### src/ctfc_pkg.sv
package ctfc_pkg;

	// Fixed field widths
	localparam int KEY_BITS     = 80;
	localparam int TAG_OUT_BITS = 16;
	localparam int SLOT_BITS    = 4;
	localparam int CAP_BITS     = 5;

	// Defaults for the top-level parameters
	localparam int DEPTH_DEF    = 16;
	localparam int TAG_BITS_DEF = 16;

	// Capacity register value after reset
	localparam logic [CAP_BITS-1:0] CAP_RESET = 5'd16;

	// Operation codes
	localparam logic OP_QUERY = 1'b0;
	localparam logic OP_GET   = 1'b1;

	// Request item
	typedef struct packed {
		logic        op;
		logic [15:0] red;
		logic [15:0] green;
		logic [15:0] blue;
		logic [31:0] pixel;
		logic [15:0] new_tag;
	} ctfc_req_t;

	// Response item
	typedef struct packed {
		logic                    hit;
		logic [TAG_OUT_BITS-1:0] tag_out;
		logic [SLOT_BITS-1:0]    slot;
	} ctfc_rsp_t;

	// Sequencer states
	typedef enum logic [1:0] {
		ST_IDLE,
		ST_SCAN,
		ST_FIN
	} ctfc_state_t;

endpackage

### src/ctfc_ram.sv
module ctfc_ram
	import ctfc_pkg::*;
#(
	parameter int WIDTH = KEY_BITS + TAG_BITS_DEF,
	parameter int DEPTH = DEPTH_DEF
) (
	input  logic                     clk,
	input  logic                     we,
	input  logic [$clog2(DEPTH)-1:0] waddr,
	input  logic [WIDTH-1:0]         wdata,
	input  logic                     re,
	input  logic [$clog2(DEPTH)-1:0] raddr,
	output logic [WIDTH-1:0]         rdata
);

	logic [WIDTH-1:0] mem [DEPTH];

	// One write port, one registered read port
	always_ff @(posedge clk) begin
		if (we) begin
			mem[waddr] <= wdata;
		end
		if (re) begin
			rdata <= mem[raddr];
		end
	end

endmodule

### src/color_tag_fifo_cache.sv
// Fully associative key-to-tag table with FIFO replacement, one item at a time.
// Each item scans the filled entries in order and stops at the first key match; a get
// that misses then stores its key and new tag. The table is scanned one entry per cycle
// through the single read port of the entry memory, and a finished result waits while
// rsp_stall holds the previous one; a new item is taken only in the idle state.
// Reset: control, fill count and last-written slot clear, capacity returns to 16;
// memory contents stay undefined and are never read before being written.
module color_tag_fifo_cache
	import ctfc_pkg::*;
#(
	parameter int DEPTH    = DEPTH_DEF,
	parameter int TAG_BITS = TAG_BITS_DEF
) (
	input  logic                clk,
	input  logic                arst_n,
	input  logic                req_valid,
	output logic                req_stall,
	input  ctfc_req_t           req,
	output logic                rsp_valid,
	input  logic                rsp_stall,
	output ctfc_rsp_t           rsp,
	input  logic                cfg_we,
	input  logic [CAP_BITS-1:0] cfg_wdata
);

	localparam int IW = $clog2(DEPTH);
	localparam int CW = $clog2(DEPTH + 1);
	localparam int TW = (TAG_BITS > TAG_OUT_BITS) ? TAG_BITS : TAG_OUT_BITS;
	localparam int SW = (IW > SLOT_BITS) ? IW : SLOT_BITS;
	localparam int MW = (CW > CAP_BITS) ? CW : CAP_BITS;
	localparam int EW = KEY_BITS + TAG_BITS;

	ctfc_state_t state_q, state_nxt;

	logic [KEY_BITS-1:0] key_q;
	logic                op_q;
	logic [TAG_BITS-1:0] ntag_q;
	logic [CW-1:0]       ptr_q;
	logic                pend_s1;
	logic [IW-1:0]       idx_s1;
	logic                hit_q;
	logic [TAG_BITS-1:0] found_tag_q;
	logic [IW-1:0]       found_idx_q;
	logic [CW-1:0]       fill_q;
	logic [IW-1:0]       last_q;
	logic [CAP_BITS-1:0] cap_q;
	logic                rsp_valid_q;
	ctfc_rsp_t           rsp_q;

	logic                rd_en;
	logic                fin_load;
	logic                wr_en;
	logic [EW-1:0]       rd_data;
	logic [KEY_BITS-1:0] rd_key;
	logic [TAG_BITS-1:0] rd_tag;
	logic                key_match;
	logic [MW-1:0]       cap_ext;
	logic [CW-1:0]       cap_live;
	logic [CW-1:0]       next_lw;
	logic [IW-1:0]       ins_idx;
	logic [CW-1:0]       fill_nxt;
	ctfc_rsp_t           rsp_nxt;

	// Entry memory: key in the upper bits, tag below
	ctfc_ram #(
		.WIDTH(EW),
		.DEPTH(DEPTH)
	) u_ram (
		.clk  (clk),
		.we   (wr_en),
		.waddr(ins_idx),
		.wdata({key_q, ntag_q}),
		.re   (rd_en),
		.raddr(ptr_q[IW-1:0]),
		.rdata(rd_data)
	);

	assign rd_key    = rd_data[EW-1:TAG_BITS];
	assign rd_tag    = rd_data[TAG_BITS-1:0];
	assign key_match = (rd_key == key_q);

	// Effective capacity: zero acts as one, saturate at DEPTH
	always_comb begin
		cap_ext = MW'(cap_q);
		if (cap_q == '0) begin
			cap_live = CW'(1);
		end else if (cap_ext > MW'(DEPTH)) begin
			cap_live = CW'(DEPTH);
		end else begin
			cap_live = CW'(cap_ext);
		end
	end

	// Insert slot: fill in order, then wrap after last written
	always_comb begin
		next_lw = CW'(last_q) + CW'(1);
		if (fill_q < cap_live) begin
			ins_idx  = fill_q[IW-1:0];
			fill_nxt = fill_q + CW'(1);
		end else begin
			ins_idx  = (next_lw >= cap_live) ? '0 : next_lw[IW-1:0];
			fill_nxt = cap_live;
		end
	end

	// Result item
	always_comb begin
		if (hit_q) begin
			rsp_nxt.hit     = 1'b1;
			rsp_nxt.tag_out = TAG_OUT_BITS'(TW'(found_tag_q));
			rsp_nxt.slot    = SLOT_BITS'(SW'(found_idx_q));
		end else if (op_q == OP_GET) begin
			rsp_nxt.hit     = 1'b0;
			rsp_nxt.tag_out = TAG_OUT_BITS'(TW'(ntag_q));
			rsp_nxt.slot    = SLOT_BITS'(SW'(ins_idx));
		end else begin
			rsp_nxt = '0;
		end
	end

	// Next state
	always_comb begin
		state_nxt = state_q;
		unique case (state_q)
			ST_IDLE: begin
				if (req_valid) begin
					state_nxt = ST_SCAN;
				end
			end
			ST_SCAN: begin
				if (pend_s1 && key_match) begin
					state_nxt = ST_FIN;
				end else if (ptr_q == fill_q && !pend_s1) begin
					state_nxt = ST_FIN;
				end
			end
			ST_FIN: begin
				if (fin_load) begin
					state_nxt = ST_IDLE;
				end
			end
			default: state_nxt = ST_IDLE;
		endcase
	end

	// Sequencer outputs
	always_comb begin
		req_stall = 1'b1;
		rd_en     = 1'b0;
		fin_load  = 1'b0;
		unique case (state_q)
			ST_IDLE: req_stall = 1'b0;
			ST_SCAN: rd_en = (ptr_q < fill_q) && !(pend_s1 && key_match);
			ST_FIN:  fin_load = !rsp_valid_q || !rsp_stall;
			default: req_stall = 1'b1;
		endcase
	end

	// Store on a get that misses; no read is in flight in FIN
	assign wr_en = fin_load && !hit_q && (op_q == OP_GET);

	// Control registers
	always_ff @(posedge clk or negedge arst_n) begin
		if (!arst_n) begin
			state_q     <= ST_IDLE;
			pend_s1     <= 1'b0;
			hit_q       <= 1'b0;
			fill_q      <= '0;
			last_q      <= '0;
			cap_q       <= CAP_RESET;
			rsp_valid_q <= 1'b0;
			ptr_q       <= '0;
		end else begin
			state_q <= state_nxt;
			pend_s1 <= rd_en;
			if (cfg_we) begin
				cap_q <= cfg_wdata;
			end
			if (req_valid && !req_stall) begin
				hit_q <= 1'b0;
				ptr_q <= '0;
			end else if (rd_en) begin
				ptr_q <= ptr_q + CW'(1);
			end
			if (state_q == ST_SCAN && pend_s1 && key_match) begin
				hit_q <= 1'b1;
			end
			if (wr_en) begin
				fill_q <= fill_nxt;
				last_q <= ins_idx;
			end
			if (fin_load) begin
				rsp_valid_q <= 1'b1;
			end else if (!rsp_stall) begin
				rsp_valid_q <= 1'b0;
			end
		end
	end

	// Payload registers
	always_ff @(posedge clk) begin
		if (req_valid && !req_stall) begin
			key_q  <= {req.red, req.green, req.blue, req.pixel};
			op_q   <= req.op;
			ntag_q <= TAG_BITS'(TW'(req.new_tag));
		end
		if (rd_en) begin
			idx_s1 <= ptr_q[IW-1:0];
		end
		if (state_q == ST_SCAN && pend_s1 && key_match) begin
			found_tag_q <= rd_tag;
			found_idx_q <= idx_s1;
		end
		if (fin_load) begin
			rsp_q <= rsp_nxt;
		end
	end

	assign rsp_valid = rsp_valid_q;
	assign rsp       = rsp_q;

endmodule
### config.mk
export PLATFORM = sky130hd
export DESIGN_NAME = color_tag_fifo_cache
export DESIGN_NICKNAME = d
export VERILOG_FILES = /design/src/ctfc_pkg.sv /design/src/ctfc_ram.sv /design/src/color_tag_fifo_cache.sv
export SDC_FILE = /design/constraint.sdc
export NUM_CORES = 2
export LEC_CHECK = 0
export BUFFER_PORTS_ARGS = -buffer_cell sky130_fd_sc_hd__buf_2
export CORE_UTILIZATION = 40
export DETAILED_ROUTE_END_ITERATION = 10
export GPL_TIMING_DRIVEN = 0
export PLACE_DENSITY = 0.67
export SETUP_SLACK_MARGIN = 0.15
export SLEW_MARGIN = 15
export SYNTH_ARGS = -nofsm -noshare
export SYNTH_HDL_FRONTEND = slang
export SYNTH_SLANG_ARGS = --single-unit
### constraint.sdc
create_clock -name clk -period 16.43 [get_ports clk]
set_clock_uncertainty 0.1 [all_clocks]
set_input_delay 3.286 -clock clk [delete_from_list [all_inputs] [get_ports clk]]
set_output_delay 3.286 -clock clk [all_outputs]
set_load 0.005 [all_outputs]
-- Yosys cells after proc, flatten, opt, wreduce, memory -nomap -nowiden
Memories as Yosys holds them, arrays and structs flattened. A register that Yosys moved wholly into a read port is not among the register bits.
Cells that the tools add are included.
- register bits: 166
- bits in writable memories: 1536
- input port bits: 107
- output and inout port bits: 23
- word-level logic and storage cells: 75
- memories: 1
- memories (memory ; words ; width ; rd ports ; clocked after Yosys merged registers in ; write ports ; line ; source):
    u_ram.mem ; 16 ; 96 ; 1 ; 1 ; 1 ; ctfc_ram.sv:16 ; logic [WIDTH-1:0] mem [DEPTH];
- add/subtract/negate cells: 3
- magnitude comparators: 4
- eq/ne operators: 8
- mux-type cells: 23
- reductions and logical operators: 19
- operators by type and width (kind ; number):
    == test 80 bit ; 1
    2-to-1 mux 20 bit ; 2
    2-to-1 mux 5 bit ; 5
    adder 5 x 1 -> 5 bit, second input constant ; 2
    < comparator 5 bit ; 2
    2-to-1 mux 1 bit ; 9
    logical AND 1 bit ; 8
    2-to-1 mux 2 bit ; 4
    2-to-1 mux 4 bit ; 2
    one-hot mux 2 bit (3 select lines) ; 1
    adder 4 x 1 -> 5 bit, second input constant ; 1
    == test 5 bit ; 1
    greater-or-equal comparator 5 bit ; 1
    greater-than comparator 5 bit, second input constant ; 1
    zero test 1 bit ; 5
    zero test 5 bit ; 1
    inequality test 2 bit, second input constant ; 2
    nonzero test 2 bit ; 2
    inequality test 3 bit, second input constant ; 1
    AND reduction 3 bit ; 1
    == test 2 x 1 -> 1 bit, second input constant ; 1
    == test 2 bit, second input constant ; 1
    zero test 2 bit ; 1
    inequality test 2 x 1 -> 1 bit, second input constant ; 1
    logical OR 1 bit ; 1

-- Longest topological paths before layout
- depth after elaboration: 8
- depth in mapped cells: 11
- mapped depth without buffers: 11

-- Hierarchy
From an unflattened synthesis, not the netlist that was laid out.
- cell total of the unflattened synthesis: 2935
- area, all modules: 67400.9 µm²
- modules (own cells, without submodules) (module ; times used ; cells an instance ; area each (µm²) ; seq. area each (µm²)):
    ctfc_ram ; 1 ; 2460 ; 60315.3 ; 49007.0
    color_tag_fifo_cache ; 1 ; 475 ; 7085.5 ; 4865.9

-- Least setup slack after synthesis
No wires, ideal clock.
- path kind: input to register
- start: in rsp_stall
- end: mem u_ram.mem[9][0] (netlist name), enable pin
- setup time: 0.669 ns
- arrival time: 11.799 ns
- required time: 15.661 ns
- slack: 3.862 ns
- stages on the path: 4
- path buffers: 0
- path through: a21oi_1 nand2_1 or3b_2 nor3_1
- cells in the longest elaborated chain, start to end: 7
- RTL lines (element ; line ; source):
    start: declaration ; color_tag_fifo_cache.sv:20 ; input logic rsp_stall,
    zero test 1 bit ; - ;
    logical OR 1 bit ; color_tag_fifo_cache.sv:154 ; ST_FIN: fin_load = !rsp_valid_q || !rsp_stall;
    2-to-1 mux 1 bit ; color_tag_fifo_cache.sv:151 ; unique case (state_q)
    logical AND 1 bit (2 in a row) ; color_tag_fifo_cache.sv:160 ; assign wr_en = fin_load && !hit_q && (op_q == OP_GET);
    2-to-1 mux 1 bit ; ctfc_ram.sv:20 ; if (we) begin
    2-to-1 mux 1 bit (implied by the code) ; ctfc_ram.sv:21 ; mem[waddr] <= wdata;
    end: declaration ; ctfc_ram.sv:16 ;
No other way between the ends.

-- Worst setup path after layout
- start: in rsp_stall
- end: mem u_ram.mem[2][50] (netlist name), enable pin
- cells in the longest elaborated chain, start to end: 7
- RTL lines (element ; line ; source):
    zero test 1 bit ; - ;
    logical OR 1 bit ; color_tag_fifo_cache.sv:154 ;
    2-to-1 mux 1 bit ; color_tag_fifo_cache.sv:151 ;
    named net fin_load ; color_tag_fifo_cache.sv:51 ; logic fin_load;
    logical AND 1 bit (2 in a row) ; color_tag_fifo_cache.sv:160 ;
    2-to-1 mux 1 bit ; ctfc_ram.sv:20 ;
    2-to-1 mux 1 bit (implied by the code) ; ctfc_ram.sv:21 ;
The timed path passes the listed nets, and every way through them passes these cells.

==> impl_metrics.tcl <==
set metrics [dict create \
    outcome "complete, no violations" \
    r2r_end "u_ram.mem[2][50]" \
    crit_path_max_incr_delay_ns 0.71 \
    grt_pass1_wl_mm 234 \
    synth_top_area_share 0.791 \
    holdWs_ns 0.312 \
    crit_required_ns 16.80 \
    synth_edf_count 1774 \
    grt.total_usage 0.195 \
    async_flop_share 0.0133 \
    grt_max_degree 67 \
    relSlewSlack 0.213 \
    hold_path_depth 0 \
    placedCellCount 5232 \
    cts.path.max_buffers 3 \
    hp-class "flop to flop" \
    yosysWarnings 0 \
    maxCapViolations 0 \
    synth.area.top_cells "edfxtp_1 (79%), mux4_2 (16%), dfrtp_1 (0.85%)" \
    wl_per_cell_um 29.7 \
    start_util 0.403 \
    min_from "u_ram.rdata[2]" \
    postSynthAreaPerCell_um2 24.8 \
    r2r_cells 18 \
    root_buffer "clkbuf_16" \
    fin_crit_sh 0.399 \
    die_h_um 412 \
    cp_common_cell "buf_6" \
    regToRegStartpoint "cap_ext[4]" \
    finalCriticalPeriod_ns 6.56 \
    area_delta_synth_final_pct 16.7 \
    worst_setup_path_start_kind "input port" \
    dieWidth_um 412 \
    row_count 150 \
    syn_inst 2720 \
    htreeDepth 4 \
    numCtsBuffers 178 \
    pin_count 130 \
    end_kind "flop" \
    post_cts_resized 0 \
    postCtsHoldBufs 0 \
    hold_violations 0 \
    core_um2 167000 \
    drv_slew 0 \
    final_cell_area_um2 78600 \
    drive_above_1_share 0.330 \
    gp_routability_congestion 0.836 \
    critPathKind "input port to flop" \
    path_clk_slew_ns 0.06 \
    crit_slowest_cell "nor3_2" \
    cts_num_sinks 1798 \
    vias_per_cell 5.69 \
    r2r_slack_ns 10.96 \
    ir_drop_v 0.000145 \
    fmax_mhz 153 \
    ys.flop_type "edfxtp_1" \
    grt_pass1_vias 31919 \
    dp_hpwl_mm 108 \
    place_area_um2 73000 \
    antenna_left 0 \
    dr.pass1.iters 5 \
    n_fill_cell 13344 \
    die_area_um2 170000 \
    rsz0062_at_grt "false" \
    drt-initial-drc-count 3998 \
    num_vias 31630 \
    holdPathEnd "found_tag_q[2]" \
    cp.arrival_ns 6.93 \
    worstPathCellList "buf_2 > a21oi_4 > buf_16 > nand2_1 > or3_1 > nor3_2 > buf_4 > buf_6 > buf_6 > buf_6 > buf_6 > buf_6 > buf_4 > buf_4" \
    tightest_slew_ns 1.18 \
    final_nets 3332 \
    overflow 0 \
    finalSetupViolations 0 \
    drc 0 \
    synth_cell_type_count 51 \
    synth_seq_cells 1798 \
    p_leak_nw 25.0 \
    port_buffers 129 \
    routed_wl_mm 165 \
    antenna_found_initial 1 \
    final_cells 5557 \
    post_cts_buffers 0 \
    synth_area_um2 67300 \
    yosys.area.top_type "edfxtp_1" \
    seq_area_frac_synth 0.800 \
    crit_fanout 19 \
    p_per_area_nw_per_um2 114 \
    syn-num-nets 2844 \
    clk_latency_ns 0.80 \
    cts_tree "yes" \
]
==> flip-flops by register name, indices dropped and copies added (netlist names), 2 cells and up <==
signal	count
fill_q	5
cap_ext	5
rsp	21
found_tag_q	16
ptr_q	5
last_q	4
state_q	2
u_ram.mem	1536
idx_s1	4
key_q	80
u_ram.rdata	96
found_idx_q	4
ntag_q	16
==> cells in the mapped netlist (all sizes together), types with 14 or more instances <==
| cell | instances |
|---|---|
| nand4 | 14 |
| nand2 | 29 |
| xnor2 | 46 |
| nor2b | 22 |
| inv | 34 |
| a21oi | 17 |
| dfrtp | 23 |
| a22o | 20 |
| mux4 | 480 |
| ha | 17 |
| buf | 37 |
| edfxtp | 1774 |
| nor2 | 16 |
| clkbuf | 78 |
| nor3 | 15 |
==> cell usage in the layout, fill, tap and decap left out, types with 23 or more instances in the layout <==
master | Yosys | layout
edfxtp_1 | 1774 | 1774
xnor2_1 | 46 | 46
clkinv_2 | 0 | 30
clkbuf_1 | 78 | 103
buf_2 | 22 | 158
inv_1 | 34 | 32
dfrtp_1 | 23 | 23
nand2_1 | 29 | 29
clkbuf_16 | 0 | 182
mux4_2 | 480 | 480
clkinv_1 | 0 | 38
buf_6 | 0 | 40
buf_4 | 0 | 97
==> metal layers <==
layer,vias up,global-route usage,part of all wire
met5,-,0,0
met1,17042,0.277,0.41
li1,12686,-,-
met4,0,0.0561,0.027
met2,1660,0.306,0.47
met3,242,0.0418,0.096
==> worst max-delay path, delay by kind of cell <==
family	cells	cell delay, ns
buf+inv	10	1.97
simple gates	3	1.39
compound gates	1	0.26
==> logic make-up (layout without fill, tap and decap cells) <==
logic type               after synthesis  count (layout)  synth area share
XOR/XNOR                              54              54           0.00702
buffers and inverters                149             781           0.00872
AND/OR/NAND/NOR                      130             130            0.0102
flip-flops                          1798            1798             0.800
other                                  0               1                 0
adder cells (fa/ha/maj)               17              17           0.00316
multiplexers                         488             488             0.162
AO/OA/AOI/OAI                         84              84           0.00899
==> per-stage QoR <==
stage | utilization | TNS [ns] | setup slack (ns) | power [mW]
2_1_floorplan | - | 0 | 3.86 | 5.08
3_5_place_dp | 0.436 | 0 | 9.09 | 5.11
4_1_cts | 0.470 | 0 | 9.88 | 9.01
5_1_grt | 0.470 | 0 | 9.78 | 9.19
3_3_place_gp | 0.423 | -5491.01 | -6.50 | 5.10
6_report | 0.470 | 0 | 9.87 | 8.96
==> report_power, final <==
group | switching [mW] | internal, mW
combinational | 0.0255 | 0.0153
clock | 1.72 | 2.23
sequential | 0.00120 | 4.97
==> worst max path at each step <==
stage                         start               end  slack, ns  cells after the start
after floorplan           rsp_stall   u_ram.mem[9][0]       3.86                      4
after global placement    rsp_stall  u_ram.mem[5][35]      -6.50                      6
after detailed placement  rsp_stall  u_ram.mem[2][71]       9.09                     14
after CTS                 rsp_stall  u_ram.mem[2][50]       9.88                     14
after global routing      rsp_stall  u_ram.mem[2][50]       9.78                     14
final                     rsp_stall  u_ram.mem[2][50]       9.87                     14
==> final cells by class <==
type,count,area [µm²],share of cell area
sequential,1798,53900,0.686
multi-input combinational,773,13000,0.165
clock buffer,220,4720,0.0600
tap,2204,2760,0.0351
timing repair buffer,308,2730,0.0347
clock inverter,104,903,0.0115
buffer,115,478,0.00608
inverter,34,143,0.00181
antenna,1,2.50,0.0000318
Power figures use the tool's default switching activity.
